===== config.mk =====
export PLATFORM = sky130hd
export DESIGN_NAME = morse_character_encoder_flat
export DESIGN_NICKNAME = d
export VERILOG_FILES = /design/src/design/mce_pkg.sv /design/src/design/mce_char_if.sv /design/src/design/mce_elem_if.sv /design/src/design/morse_character_encoder.sv /design/src/design/mce_front.sv /design/src/design/mce_cmd_fifo.sv /design/src/design/mce_back.sv /design/src/flat_wrapper.sv
export SDC_FILE = /design/constraint.sdc
export NUM_CORES = 1
export LEC_CHECK = 0
export BUFFER_PORTS_ARGS = -buffer_cell sky130_fd_sc_hd__buf_2
export CAP_MARGIN = 0
export CORE_MARGIN = 4
export CORE_UTILIZATION = 45
export DETAILED_ROUTE_END_ITERATION = 16
export SLEW_MARGIN = 20
export SYNTH_ARGS = -nofsm -noshare
export SYNTH_HDL_FRONTEND = slang
export SYNTH_SLANG_ARGS = --single-unit

===== constraint.sdc =====
create_clock -name clk -period 3.6 [get_ports clk]
set_input_delay 0.72 -clock clk [delete_from_list [all_inputs] [get_ports clk]]
set_output_delay 0.72 -clock clk [all_outputs]
set_load 0.02 [all_outputs]

===== src/design/mce_pkg.sv =====
// package for the morse character encoder
// holds element codes, command codes, the queue entry type and the symbol table
// no dependencies
`default_nettype none

package mce_pkg;

  // element codes on the result channel
  localparam logic [1:0] KIND_DOT  = 2'd0;
  localparam logic [1:0] KIND_DASH = 2'd1;
  localparam logic [1:0] KIND_GAP  = 2'd2;
  localparam logic [1:0] KIND_RSV  = 2'd3;

  // command characters
  localparam logic [7:0] CHAR_SPACE_OFF = 8'h3C;  // '<'
  localparam logic [7:0] CHAR_SPACE_ON  = 8'h3E;  // '>'

  // trailing gap counts
  localparam logic [2:0] GAPS_NONE = 3'd0;
  localparam logic [2:0] GAPS_PAIR = 3'd2;

  // symbol: left-aligned pattern, first element at bit 5, 1 = dash
  typedef struct packed {
    logic [2:0] len;
    logic [5:0] pattern;
  } mce_sym_t;

  // one queue entry: what the back end has to key for a character
  typedef struct packed {
    logic [5:0] pattern;
    logic [2:0] sym_len;
    logic [2:0] tail_gaps;
  } mce_cmd_t;

  // back end sequencer states
  typedef enum logic {
    BK_IDLE,
    BK_RUN
  } mce_bk_state_t;

  // international morse table, len 0 means no symbol
  function automatic mce_sym_t sym_lookup(input logic [7:0] c);
    mce_sym_t s;
    s = '{len: 3'd0, pattern: 6'b000000};
    case (c)
      "0":      s = '{3'd5, 6'b111110};
      "1":      s = '{3'd5, 6'b011110};
      "2":      s = '{3'd5, 6'b001110};
      "3":      s = '{3'd5, 6'b000110};
      "4":      s = '{3'd5, 6'b000010};
      "5":      s = '{3'd5, 6'b000000};
      "6":      s = '{3'd5, 6'b100000};
      "7":      s = '{3'd5, 6'b110000};
      "8":      s = '{3'd5, 6'b111000};
      "9":      s = '{3'd5, 6'b111100};
      "A", "a": s = '{3'd2, 6'b010000};
      "B", "b": s = '{3'd4, 6'b100000};
      "C", "c": s = '{3'd4, 6'b101000};
      "D", "d": s = '{3'd3, 6'b100000};
      "E", "e": s = '{3'd1, 6'b000000};
      "F", "f": s = '{3'd4, 6'b001000};
      "G", "g": s = '{3'd3, 6'b110000};
      "H", "h": s = '{3'd4, 6'b000000};
      "I", "i": s = '{3'd2, 6'b000000};
      "J", "j": s = '{3'd4, 6'b011100};
      "K", "k": s = '{3'd3, 6'b101000};
      "L", "l": s = '{3'd4, 6'b010000};
      "M", "m": s = '{3'd2, 6'b110000};
      "N", "n": s = '{3'd2, 6'b100000};
      "O", "o": s = '{3'd3, 6'b111000};
      "P", "p": s = '{3'd4, 6'b011000};
      "Q", "q": s = '{3'd4, 6'b110100};
      "R", "r": s = '{3'd3, 6'b010000};
      "S", "s": s = '{3'd3, 6'b000000};
      "T", "t": s = '{3'd1, 6'b100000};
      "U", "u": s = '{3'd3, 6'b001000};
      "V", "v": s = '{3'd4, 6'b000100};
      "W", "w": s = '{3'd3, 6'b011000};
      "X", "x": s = '{3'd4, 6'b100100};
      "Y", "y": s = '{3'd4, 6'b101100};
      "Z", "z": s = '{3'd4, 6'b110000};
      8'h22:    s = '{3'd6, 6'b010010};  // double quote
      "&":      s = '{3'd5, 6'b010000};
      8'h27:    s = '{3'd6, 6'b011110};  // apostrophe
      "(":      s = '{3'd5, 6'b101100};
      ")":      s = '{3'd6, 6'b101101};
      "+":      s = '{3'd5, 6'b010100};
      ",":      s = '{3'd6, 6'b110011};
      "-":      s = '{3'd6, 6'b100001};
      ".":      s = '{3'd6, 6'b010101};
      "/":      s = '{3'd5, 6'b100100};
      ":":      s = '{3'd6, 6'b111000};
      "=":      s = '{3'd5, 6'b100010};
      "?":      s = '{3'd6, 6'b001100};
      "@":      s = '{3'd6, 6'b011010};
      default:  s = '{3'd0, 6'b000000};
    endcase
    return s;
  endfunction

endpackage

`default_nettype wire


===== src/design/mce_char_if.sv =====
// character channel: valid/ready handshake with an 8-bit character code
// no dependencies
`default_nettype none

interface mce_char_if;
  logic       valid;
  logic       ready;
  logic [7:0] char_code;

  modport source (output valid, output char_code, input ready);
  modport sink   (input valid, input char_code, output ready);
endinterface

`default_nettype wire


===== src/design/mce_elem_if.sv =====
// keying element channel: valid/ready handshake with element kind and last flag
// no dependencies
`default_nettype none

interface mce_elem_if;
  logic       valid;
  logic       ready;
  logic [1:0] element_kind;
  logic       last_element;

  modport source (output valid, output element_kind, output last_element, input ready);
  modport sink   (input valid, input element_kind, input last_element, output ready);
endinterface

`default_nettype wire


===== src/design/morse_character_encoder.sv =====
// Morse character encoder: one character in, a run of dot, dash and gap elements out.
// A character is accepted while the two-entry command queue has room.
// The back-end sequencer then keys one element per cycle when the output is
// taken: two per symbol element plus trailing gaps, up to 14, and spends a
// load step on each queued character before keying its elements. The '<'
// character keys nothing and takes no back-end time.
// Depends on mce_pkg, mce_char_if, mce_elem_if, mce_front, mce_cmd_fifo, mce_back.
`default_nettype none

module morse_character_encoder (
  input  wire logic  clk,
  input  wire logic  rst,
  mce_char_if.sink   char_in,
  mce_elem_if.source elem_out
);

  mce_pkg::mce_cmd_t push_cmd;
  logic              push_valid;
  logic              push_ready;
  mce_pkg::mce_cmd_t pop_cmd;
  logic              pop_valid;
  logic              pop_ready;

  // classify and track spacing
  mce_front u_front (
    .clk       (clk),
    .rst       (rst),
    .char_in   (char_in),
    .cmd       (push_cmd),
    .cmd_valid (push_valid),
    .cmd_ready (push_ready)
  );

  // decoupling queue
  mce_cmd_fifo u_fifo (
    .clk        (clk),
    .rst        (rst),
    .push_cmd   (push_cmd),
    .push_valid (push_valid),
    .push_ready (push_ready),
    .pop_cmd    (pop_cmd),
    .pop_valid  (pop_valid),
    .pop_ready  (pop_ready)
  );

  // element sequencer
  mce_back u_back (
    .clk       (clk),
    .rst       (rst),
    .cmd       (pop_cmd),
    .cmd_valid (pop_valid),
    .cmd_ready (pop_ready),
    .elem_out  (elem_out)
  );

  // the reserved element code is never keyed
  a_no_rsv_kind: assert property (@(posedge clk) disable iff (rst)
    elem_out.valid |-> elem_out.element_kind != mce_pkg::KIND_RSV)
    else $error("reserved element kind on output");

  // spacing-off command never reaches the queue
  a_off_no_push: assert property (@(posedge clk) disable iff (rst)
    (char_in.valid && char_in.ready && char_in.char_code == mce_pkg::CHAR_SPACE_OFF)
      |-> !push_valid)
    else $error("spacing-off command queued");

  // every queued command keys at least one element
  a_push_nonempty: assert property (@(posedge clk) disable iff (rst)
    push_valid |-> (push_cmd.sym_len != 3'd0 || push_cmd.tail_gaps != 3'd0))
    else $error("empty command queued");

endmodule

`default_nettype wire


===== src/design/mce_front.sv =====
// front end: accepts characters, looks up the symbol, tracks letter spacing
// depends on mce_pkg and mce_char_if
`default_nettype none

module mce_front (
  input  wire logic          clk,
  input  wire logic          rst,
  mce_char_if.sink           char_in,
  output mce_pkg::mce_cmd_t  cmd,
  output logic               cmd_valid,
  input  wire logic          cmd_ready
);

  logic              spacing_on;
  logic              spacing_on_next;
  mce_pkg::mce_sym_t sym;
  logic              is_off;
  logic              is_on;
  logic [2:0]        word_gaps;
  logic [2:0]        tail_gaps;

  // classify the character
  always_comb begin
    sym    = mce_pkg::sym_lookup(char_in.char_code);
    is_off = (char_in.char_code == mce_pkg::CHAR_SPACE_OFF);
    is_on  = (char_in.char_code == mce_pkg::CHAR_SPACE_ON);

    spacing_on_next = spacing_on;
    if (is_off) begin
      spacing_on_next = 1'b0;
    end else if (is_on) begin
      spacing_on_next = 1'b1;
    end

    // word space for codes with no symbol that are not spacing commands
    word_gaps = (sym.len == 3'd0 && !is_off && !is_on) ? mce_pkg::GAPS_PAIR
                                                       : mce_pkg::GAPS_NONE;
    tail_gaps = word_gaps + (spacing_on_next ? mce_pkg::GAPS_PAIR : mce_pkg::GAPS_NONE);

    cmd.pattern   = sym.pattern;
    cmd.sym_len   = sym.len;
    cmd.tail_gaps = tail_gaps;
  end

  // only characters that key something go into the queue
  assign cmd_valid     = char_in.valid && (sym.len != 3'd0 || tail_gaps != 3'd0);
  assign char_in.ready = cmd_ready;

  // spacing flag
  always_ff @(posedge clk) begin
    if (rst) begin
      spacing_on <= 1'b1;
    end else if (char_in.valid && char_in.ready) begin
      spacing_on <= spacing_on_next;
    end
  end

endmodule

`default_nettype wire


===== src/design/mce_cmd_fifo.sv =====
// two-entry command queue between front and back end
// depends on mce_pkg
`default_nettype none

module mce_cmd_fifo (
  input  wire logic          clk,
  input  wire logic          rst,
  input  wire mce_pkg::mce_cmd_t push_cmd,
  input  wire logic          push_valid,
  output logic               push_ready,
  output mce_pkg::mce_cmd_t  pop_cmd,
  output logic               pop_valid,
  input  wire logic          pop_ready
);

  mce_pkg::mce_cmd_t mem [2];
  logic              wr_ptr;
  logic              rd_ptr;
  logic [1:0]        count;
  logic              do_push;
  logic              do_pop;

  assign push_ready = (count != 2'd2);
  assign pop_valid  = (count != 2'd0);
  assign pop_cmd    = mem[rd_ptr];
  assign do_push    = push_valid && push_ready;
  assign do_pop     = pop_valid && pop_ready;

  // storage
  always_ff @(posedge clk) begin
    if (do_push) begin
      mem[wr_ptr] <= push_cmd;
    end
  end

  // pointers and fill count
  always_ff @(posedge clk) begin
    if (rst) begin
      wr_ptr <= 1'b0;
      rd_ptr <= 1'b0;
      count  <= 2'd0;
    end else begin
      if (do_push) begin
        wr_ptr <= ~wr_ptr;
      end
      if (do_pop) begin
        rd_ptr <= ~rd_ptr;
      end
      if (do_push && !do_pop) begin
        count <= count + 2'd1;
      end else if (do_pop && !do_push) begin
        count <= count - 2'd1;
      end
    end
  end

endmodule

`default_nettype wire


===== src/design/mce_back.sv =====
// back end: steps through one command and keys its elements, one per cycle while the output is taken
// depends on mce_pkg and mce_elem_if
`default_nettype none

module mce_back (
  input  wire logic          clk,
  input  wire logic          rst,
  input  wire mce_pkg::mce_cmd_t cmd,
  input  wire logic          cmd_valid,
  output logic               cmd_ready,
  mce_elem_if.source         elem_out
);

  mce_pkg::mce_bk_state_t state;
  mce_pkg::mce_bk_state_t state_next;
  logic [5:0] pattern;
  logic [5:0] pattern_next;
  logic [3:0] step;
  logic [3:0] step_next;
  logic [3:0] len2;
  logic [3:0] len2_next;
  logic [3:0] total;
  logic [3:0] total_next;
  logic       out_valid;
  logic       out_valid_next;
  logic [1:0] out_kind;
  logic [1:0] out_kind_next;
  logic       out_last;
  logic       out_last_next;
  logic       advance;
  logic       in_symbol;
  logic       is_final;

  assign advance   = !out_valid || elem_out.ready;
  assign in_symbol = (step < len2);
  assign is_final  = (step == total - 4'd1);
  assign cmd_ready = (state == mce_pkg::BK_IDLE);

  // sequencer next state and element selection
  always_comb begin
    state_next     = state;
    pattern_next   = pattern;
    step_next      = step;
    len2_next      = len2;
    total_next     = total;
    out_valid_next = out_valid;
    out_kind_next  = out_kind;
    out_last_next  = out_last;

    if (out_valid && elem_out.ready) begin
      out_valid_next = 1'b0;
    end

    case (state)
      mce_pkg::BK_IDLE: begin
        if (cmd_valid) begin
          pattern_next = cmd.pattern;
          step_next    = 4'd0;
          len2_next    = {cmd.sym_len, 1'b0};
          total_next   = {cmd.sym_len, 1'b0} + {1'b0, cmd.tail_gaps};
          state_next   = mce_pkg::BK_RUN;
        end
      end
      mce_pkg::BK_RUN: begin
        if (advance) begin
          out_valid_next = 1'b1;
          out_last_next  = is_final;
          if (in_symbol && !step[0]) begin
            // tone from the top of the pattern, then shift it out
            out_kind_next = pattern[5] ? mce_pkg::KIND_DASH : mce_pkg::KIND_DOT;
            pattern_next  = {pattern[4:0], 1'b0};
          end else begin
            out_kind_next = mce_pkg::KIND_GAP;
          end
          step_next = step + 4'd1;
          if (is_final) begin
            state_next = mce_pkg::BK_IDLE;
          end
        end
      end
      default: begin
        state_next = mce_pkg::BK_IDLE;
      end
    endcase
  end

  // control registers
  always_ff @(posedge clk) begin
    if (rst) begin
      state     <= mce_pkg::BK_IDLE;
      out_valid <= 1'b0;
    end else begin
      state     <= state_next;
      out_valid <= out_valid_next;
    end
  end

  // working and output payload registers
  always_ff @(posedge clk) begin
    pattern  <= pattern_next;
    step     <= step_next;
    len2     <= len2_next;
    total    <= total_next;
    out_kind <= out_kind_next;
    out_last <= out_last_next;
  end

  assign elem_out.valid        = out_valid;
  assign elem_out.element_kind = out_kind;
  assign elem_out.last_element = out_last;

endmodule

`default_nettype wire


===== src/flat_wrapper.sv =====
// flat-port wrapper written by rule: the top's interface ports become plain ports
module morse_character_encoder_flat 
  (clk, rst, char_in_valid, char_in_char_code, char_in_ready, elem_out_valid, elem_out_element_kind, elem_out_last_element, elem_out_ready);
  mce_char_if char_in_i ();
  mce_elem_if elem_out_i ();
  input  wire logic clk;
  input  wire logic rst;
  input wire logic [$bits(char_in_i.valid)-1:0] char_in_valid;
  input wire logic [$bits(char_in_i.char_code)-1:0] char_in_char_code;
  output wire logic [$bits(char_in_i.ready)-1:0] char_in_ready;
  output wire logic [$bits(elem_out_i.valid)-1:0] elem_out_valid;
  output wire logic [$bits(elem_out_i.element_kind)-1:0] elem_out_element_kind;
  output wire logic [$bits(elem_out_i.last_element)-1:0] elem_out_last_element;
  input wire logic [$bits(elem_out_i.ready)-1:0] elem_out_ready;
  assign char_in_i.valid = char_in_valid;
  assign char_in_i.char_code = char_in_char_code;
  assign char_in_ready = char_in_i.ready;
  assign elem_out_valid = elem_out_i.valid;
  assign elem_out_element_kind = elem_out_i.element_kind;
  assign elem_out_last_element = elem_out_i.last_element;
  assign elem_out_i.ready = elem_out_ready;
  morse_character_encoder u_core (.clk(clk), .rst(rst), .char_in(char_in_i), .elem_out(elem_out_i));
endmodule

# Word level (Yosys, flattened, before mapping)
# Memories as Yosys holds them, arrays and structs flattened. A register that Yosys moved wholly into a read port is not among the register bits.
# Cells that the tools add are included.
# Widths: inputs -> output; s select.
[totals]
word_cells = 84
n_memories = 2
mem_bits_ro = 1152
reg_bits = 27
ram_bits = 24
output_inout_bits = 5
input_bits = 12
[memory_table]
columns = ["name", "depth", "word_bits", "read_ports", "rd_clocked_by_memory_dff", "write_ports", "line", "source"]
rows = [
  ["(no name shown)", 128, 9, 1, 0, 0, "mce_pkg.sv:45", "case (c)"],
  ["u_core.u_fifo.mem", 2, 12, 1, 1, 1, "mce_cmd_fifo.sv:16", "mce_pkg::mce_cmd_t mem [2];"],
]
[op_classes]
eq_ne = 7
addsub = 6
mux = 26
bitwise_logic = 3
reduce_logical = 27
magnitude_cmp = 1
[op_table]
columns = ["op", "count"]
rows = [
  ["$mux 6", 3],
  ["$eq 8x6->1 const B", 2],
  ["$mux 1", 13],
  ["$pmux 6 s2", 1],
  ["$logic_and 1x1->1", 10],
  ["$mux 9", 1],
  ["$mux 2", 4],
  ["$mux 4", 2],
  ["$pmux 4 s2", 1],
  ["$logic_not 1->1", 6],
  ["$reduce_and 2->1", 3],
  ["$reduce_bool 3->1", 2],
  ["$add 4x1->4 const B", 1],
  ["$add 4x3->4", 1],
  ["$eq 4x4->1", 1],
  ["$lt 4x4->1", 1],
  ["$ne 2x1->1 const B", 2],
  ["$ne 2x2->1 const B", 2],
  ["$reduce_bool 2->1", 2],
  ["$sub 4x1->4 const B", 1],
  ["$add 2x2->3", 1],
  ["$logic_not 3->1", 1],
  ["$not 1->1", 3],
  ["$reduce_and 3->1", 1],
  ["4 further kinds", 5],
]

# Logic depth before layout (Yosys ltp)
# Gate-level depths: netlist of run 1.
# An unclocked memory read counts as a cell.
[depth]
depth_word = 15
depth_mapped = 16
mapped_depth_nobuf = 15

# Hierarchy
# Synthesis of run 1 repeated with hierarchy kept, for this count alone.
[unflattened]
cells_unflattened = 305
hier_area_um2 = 3261.9
[by_module_without_submodules]
columns = ["module", "instances", "area_per_inst_um2", "cells_per_inst", "seq_area_each_um2"]
rows = [
  ["mce_front", 1, 1169.9, 173, 20.0],
  ["mce_cmd_fifo", 1, 1083.5, 61, 820.8],
  ["mce_back", 1, 1008.5, 71, 640.6],
]

# Worst setup path before layout of run 1
# Ideal clock, no wire load.
[synth_path]
kind = "in2reg"
startpoint = "input port char_in_char_code[1]"
endpoint = "memory u_core.u_fifo.mem[0][10] (netlist name), enable pin"
t_arrival_ns = 3.368
path_stages = 12
t_required_ns = 3.207
setup_slack_ns = -0.161
n_path_buf = 1
setup_time_ns = 0.393
path_cell_list = "buf_4 -> inv_1 -> ha_1 -> nand2b_1 -> a311oi_1 -> o311a_1 -> a2111oi_4 -> nor3_1 -> nand2_1 -> ha_1 -> nor4b_2 -> nor3_1"
[synth_rtl]
columns = ["element", "line", "source"]
rows = [
  ["from (decl)", "flat_wrapper.sv:9", "input wire logic [$bits(char_in_i.char_code)-1:0] char_in_char_code;"],
  ["to (decl)", "mce_cmd_fifo.sv:16", ""],
]

==> results of run 1 <==
## registers in the layout (all words and copies together) (netlist names), named ones only
| name | count |
|---|---|
| u_core.u_fifo.wr_ptr | 1 |
| u_core.u_back.len2 | 3 |
| u_core.u_back.elem_out.valid | 1 |
| u_core.u_back.state | 1 |
| u_core.u_fifo.count | 2 |
| u_core.u_back.elem_out.element_kind | 2 |
| u_core.u_back.step | 4 |
| u_core.u_front.spacing_on | 1 |
| u_core.u_fifo.rd_ptr | 1 |
| u_core.u_back.pattern | 6 |
| u_core.u_back.elem_out.last_element | 1 |
| u_core.u_back.total | 3 |
| u_core.u_fifo.mem | 22 |
## Yosys cell counts, types with 2 or more instances
| cell | number |
|---|---|
| a21oi_1 | 19 |
| or3_1 | 2 |
| o211ai_1 | 5 |
| edfxtp_1 | 41 |
| nor2b_1 | 13 |
| xnor2_1 | 2 |
| ha_1 | 16 |
| clkbuf_1 | 6 |
| a21oi_2 | 2 |
| buf_6 | 2 |
| nor3_1 | 7 |
| o21ai_0 | 17 |
| mux2i_1 | 8 |
| inv_1 | 14 |
| and2_1 | 8 |
| nand3_1 | 4 |
| o22ai_1 | 3 |
| buf_4 | 2 |
| nand4_1 | 2 |
| nand2b_1 | 10 |
| xor2_1 | 9 |
| nand2_1 | 20 |
| nor2_1 | 22 |
| buf_2 | 4 |
| a211o_1 | 2 |
| inv_2 | 2 |
| mux2_2 | 5 |
| dfxtp_1 | 8 |
| a211oi_1 | 5 |
| a32o_1 | 2 |
| a31oi_1 | 2 |
## routing by layer
layer,global-route usage,routed length [µm],vias up
met4,0.0561,96,0
met3,0.0275,379,11
met2,0.277,3090,79
met5,0,0,-
li1,-,-,1164
met1,0.223,2990,1086
## logic make-up (layout without fill, tap and decap cells)
group / count (synthesis) / count (layout)
flops: 49 / 49
mux: 13 / 13
buf+inv: 33 / 69
compound gates: 78 / 78
fa+ha+maj: 17 / 17
simple gates: 97 / 97
xor+xnor: 11 / 11
## area by class of cell
class | count | share of cell area
Clock buffer | 6 | 0.0210
Clock inverter | 2 | 0.00398
Inverter | 17 | 0.0185
Multi-Input combinational cell | 216 | 0.442
Sequential cell | 49 | 0.402
Tap cell | 77 | 0.0279
Timing Repair Buffer | 44 | 0.0839
## stage by stage
step                cell area (µm²)  hold WS, ns  TNS, ns  total power, mW   util
floorplan                      3080        0.454   -0.486             1.53      -
global placement               3370        0.475        0             1.71  0.522
detailed placement             3370        0.478  -0.0577             1.74  0.522
CTS                            3460        0.500        0             2.05  0.535
global route                   3460        0.508        0             2.20  0.535
finish                         3460        0.496        0             2.03  0.535
## path summary, 6_finish.rpt
| kind | from | endpoint | slack, ns | cells after the start |
|---|---|---|---|---|
| min | u_core.u_front.spacing_on | u_core.u_front.spacing_on | 0.50 | 2 |
| min reg2reg | u_core.u_front.spacing_on | u_core.u_front.spacing_on | 0.50 | 2 |
| max | char_in_char_code[0] | u_core.u_fifo.count[1] | 0.26 | 15 |
| max reg2reg | u_core.u_back.step[2] | u_core.u_back.pattern[4] | 1.23 | 4 |
## critical path, stage by stage
cell      delay (ns)
buf_2           0.08
inv_1           0.09
ha_1            0.26
and2_1          0.17
o311ai_1        0.25
a31oi_1         0.14
a311oi_2        0.31
nor3_1          0.11
nand2_1         0.08
ha_1            0.19
nor4b_4         0.29
nor2_1          0.08
ha_1            0.33
or3_1           0.36
a21oi_1         0.14
## power breakdown
| group | switching, mW | leakage, nW | internal (mW) |
|---|---|---|---|
| Clock | 0.180 | 0.0456 | 0.139 |
| Sequential | 0.128 | 0.460 | 0.896 |
| Combinational | 0.392 | 0.844 | 0.298 |
| Total | 0.700 | 1.35 | 1.33 |
==> flow_summary.ini, run 1 <==
[cells_and_area]
multi_input_area_um2 = 1530
stdcell_count = 411
syn_to_final_growth_pct = 13.0
seq_area_um2 = 1390
nets = 362
num_antenna_cells = 0
mostFrequentLayoutCells = edfxtp_1 (41), buf_4 (28), nor2_1 (22)
nFillCells = 580
layout-drive-gt1-share = 0.204
layout_commonest_cell = edfxtp_1

[clock_network]
clk_pin_slew_ns = 0.09
cts_buffer_depth = 2
cts_hold_buf = 0
cts_buffers = 5
htree_num_levels = 2
cts_tree = done
post_cts_buffers = 0
cts_sinks = 49
clk_latency_ns = 0.30
cts_repair_resize_count = 0
cts-root-buf = clkbuf_8

[worst_setup_path]
cp.required_ns = 3.84
worst_setup_path_end_kind = flip-flop
worstSetupStartpointType = input port
cp.arrival_ns = 3.58
critPathKind = input port to flip-flop
critPathMaxFanout = 5

[yosys]
synth_top_family_by_area = compound AO/OA/AOI/OAI gates
synthAdderAreaFrac = 0.0720
yosys.area.top_type_share = 0.402
synth_nets = 327
synthCells = 298
yosysWarnings = 0
syn_area_um2 = 3060
synthArstFlopShare = 0
synth_area_per_cell_um2 = 10.3
synth-xor-area-share = 0.0315
yosys-top-cells-area = edfxtp_1 (40%), ha_1 (6.5%), dfxtp_1 (5.2%)
ys_ff_latch = 49
synth_compound_area_frac = 0.178
synthFlopType = edfxtp_1
synthSimpleGateAreaFrac = 0.166
synth_largest_area_cell = edfxtp_1
yosysSeqAreaShare = 0.455
synth-edff-count = 41
synth_cell_types = 65
synth_mux_area_frac = 0.0446

[placed_design]
hpwl_um = 4980
post-place-ws_ns = -0.0577
io_buffers = 16
place_inst = 403
place.gp.congestion = 0.960

[detailed_routing]
vias_per_cell = 5.69
first_pass_iters = 5
wl_per_cell_um = 15.9
dr_total_vias = 2340
antenna_left = 0
drt_iter0_drc = 90
wl_um = 6560
drc = 0

[sta]
slew_headroom = 0.397
setup_viol = 0
fin_worst_skew_ns = 0.0101
hold_viol = 0
min_period_ns = 3.34
worst_pin_slew_ns = 0.895
fin_crit_sh = 0.929
clock.fmax_ghz = 0.299
worst_slack_ns = 0.255
rsz0062_at_grt = false
slew_viol_final = 0

[global_routing]
grt_usage = 0.168
grt_pass1_wl_um = 11300
grt_antenna_before_repair = 0
grt_max_degree = 20
grt_overflow = 0
grt_pass1_vias = 2350

[die]
dieArea_um2 = 8180
start_util = 0.474
pin_count = 17
die_h_um = 90.5
core_area_um2 = 6460
die_w_um = 90.5
core.rowCount = 29

[pwr]
cellPowerDensity_nw_per_um2 = 588
ir_worst_vdd_mv = 0.266
cellLeakagePower_nw = 1.35

[run_status]
outcome = finished, final reports clean

[run]
max-cap-violations = 0

[min_path]
worstHoldPathType = flip-flop to flip-flop
No activity file was read; power rests on OpenSTA's default activity.
==> inputs of run 2 (changes only) <==
ABC_AREA = 1   (was default)
ABC_CLOCK_PERIOD_IN_PS = 3600   (was default)
CORE_MARGIN = default   (was 4)
==> flow_summary.ini, run 2 <==
[yosys]
synth_common_cells = nand2_1 (92), inv_1 (42), edfxtp_1 (41)
synth_compound_area_frac = 0.123
synth_most_common_cell = nand2_1
syn_area_um2 = 3020
yosysSeqAreaShare = 0.460
synth_nets = 390
yosys.area.top_type_share = 0.407
synthSimpleGateAreaFrac = 0.245
synth_mux_area_frac = 0
synth_area_per_cell_um2 = 8.37
synthAdderAreaFrac = 0.0728
synth-edff-count = 41
synthFlopType = edfxtp_1
synth-xor-area-share = 0.0116
yosysWarnings = 0
synth_top_family_by_area = simple AND/OR/NAND/NOR gates
synthCells = 361
ys_ff_latch = 49
synth_largest_area_cell = edfxtp_1
synthArstFlopShare = 0
yosys-top-cells-area = edfxtp_1 (41%), nand2_1 (11%), ha_1 (6.6%)
synth_cell_types = 41

[global_routing]
grt_max_degree = 22
grt_pass1_wl_um = 11500
grt_pass1_vias = 2367
grt_antenna_before_repair = 0
grt_usage = 0.206
grt_overflow = 0

[clock_network]
htree_num_levels = 2
clk_pin_slew_ns = 0.10
cts_buffer_depth = 2
cts_sinks = 49
cts_repair_resize_count = 0
post_cts_buffers = 0
cts-root-buf = clkbuf_8
cts_buffers = 5
clk_latency_ns = 0.30
cts_hold_buf = 0
cts_tree = done

[pwr]
cellPowerDensity_nw_per_um2 = 634
seq_power_share = 0.481
combPwrFrac = 0.356
cellLeakagePower_nw = 1.46
p_sw_uw = 788
switching_share = 0.378
ir_worst_vdd_mv = 0.325
intPower_mw = 1.29
power.share.clock = 0.163

[cells_and_area]
largest_register_ffs = 22
reg_top3 = u_core.u_fifo.mem (22), u_core.u_back.pattern (6), u_core.u_back.step (4)
mostFrequentLayoutCells = nand2_1 (92), inv_1 (42), edfxtp_1 (41)
layout-drive-gt1-share = 0.136
num_antenna_cells = 0
nets = 411
layout_commonest_cell = nand2_1
top_register = u_core.u_fifo.mem
final_util = 0.511
syn_to_final_growth_pct = 8.61

[die]
die_w_um = 84.0
start_util = 0.471
die_h_um = 84.0
core.rowCount = 29
core_area_um2 = 6420
dieArea_um2 = 7050
pin_count = 17

[run]
max-cap-violations = 0

[worst_setup_path]
critPathKind = input port to flip-flop
cp.required_ns = 3.80
critPathMaxFanout = 7
worstSetupStartpointType = input port
cp.arrival_ns = 3.36
worst_setup_path_end_kind = flip-flop

[sta]
hold_viol = 0
setup_viol = 0
slew_viol_final = 0
worst_pin_slew_ns = 0.872
clock.fmax_ghz = 0.317
tns_ns = 0
fin_worst_skew_ns = 0.00681
rsz0062_at_grt = false
fin_crit_sh = 0.877
slew_headroom = 0.419
min_period_ns = 3.16

[detailed_routing]
wl_um = 6860
dr_total_vias = 2527
antenna_left = 0
vias_per_cell = 5.49
drc = 0
drt_iter0_drc = 132
wl_per_cell_um = 14.9
first_pass_iters = 6

[min_path]
worstHoldPathType = flip-flop to flip-flop

[placed_design]
place.gp.congestion = 1.04
io_buffers = 16
hpwl_um = 5300

[run_status]
outcome = finished, final reports clean
run 2: final timing paths:
check | startpoint | to | slack (ns) | depth (start not counted)
worst max-delay path | char_in_char_code[0] | u_core.u_fifo.count[1] | 0.44 | 24
worst min register to register | u_core.u_fifo.rd_ptr | flip-flop | 0.46 | 1
worst max register to register | u_core.u_back.state | u_core.u_fifo.count[1] | 1.21 | 8
worst min-delay path | u_core.u_fifo.rd_ptr | flip-flop | 0.46 | 1
run 2: routing by layer:
metal | track usage | wire [µm]
met1 | 0.277 | 3040
met2 | 0.326 | 3100
met3 | 0.0386 | 529
met4 | 0.0878 | 197
met5 | 0 | 0
run 2: layout make-up:
| class | count | area [µm²] |
|---|---|---|
| Fill cell | 585 | 3140 |
| Sequential cell | 49 | 1390 |
| Multi-Input combinational cell | 252 | 1370 |
| Inverter | 49 | 184 |
| Timing Repair Buffer | 25 | 148 |
| Tap cell | 77 | 96.3 |
| Clock buffer | 5 | 68.8 |
| Clock inverter | 3 | 26.3 |
run 2: kinds of logic after synthesis:
family / after synthesis
simple gates: 169
compound gates: 62
flops: 49
fa+ha+maj: 17
xor+xnor: 4
buf+inv: 60
run 2: power by group through the flow:
stage	Sequential [mW]	Clock, mW	Combinational, mW
after detailed placement	1.02	0	0.741
after global routing	1.03	0.370	0.847
after floorplan	0.994	0	0.548
after CTS	1.00	0.348	0.745
after global placement	1.01	0	0.733
final	1.00	0.340	0.742
run 2: critical path, stage by stage:
cell and delay, ns:
buf_2 0.14, inv_1 0.16, ha_1 0.26, inv_1 0.09, nand2_1 0.15, nand2_1 0.07, nand2_1 0.07, nand2_1 0.06
nand2_1 0.05, nand2_1 0.05, nand2_1 0.07, nand2_2 0.09, nand3_1 0.08, nor2_1 0.04, nand2_1 0.09, ha_1 0.19
nand4_4 0.12, nand2_1 0.09, inv_1 0.04, ha_1 0.31, a21oi_1 0.11, o21ai_0 0.10, o21ai_0 0.16, a21oi_1 0.05
run 2: metrics by stage:
stage / cells / setup WS, ns / hold WS (ns) / instance area [µm²] / power (mW)
after detailed placement: 452 / 0.0976 / 0.442 / 3190 / 1.76
after global routing: 460 / 0.145 / 0.506 / 3280 / 2.25
final: 460 / 0.442 / 0.460 / 3280 / 2.08
after global placement: 452 / 0.158 / 0.436 / 3190 / 1.74
after floorplan: 361 / 0.537 / 0.425 / 3020 / 1.54
after CTS: 460 / 0.440 / 0.458 / 3280 / 2.10
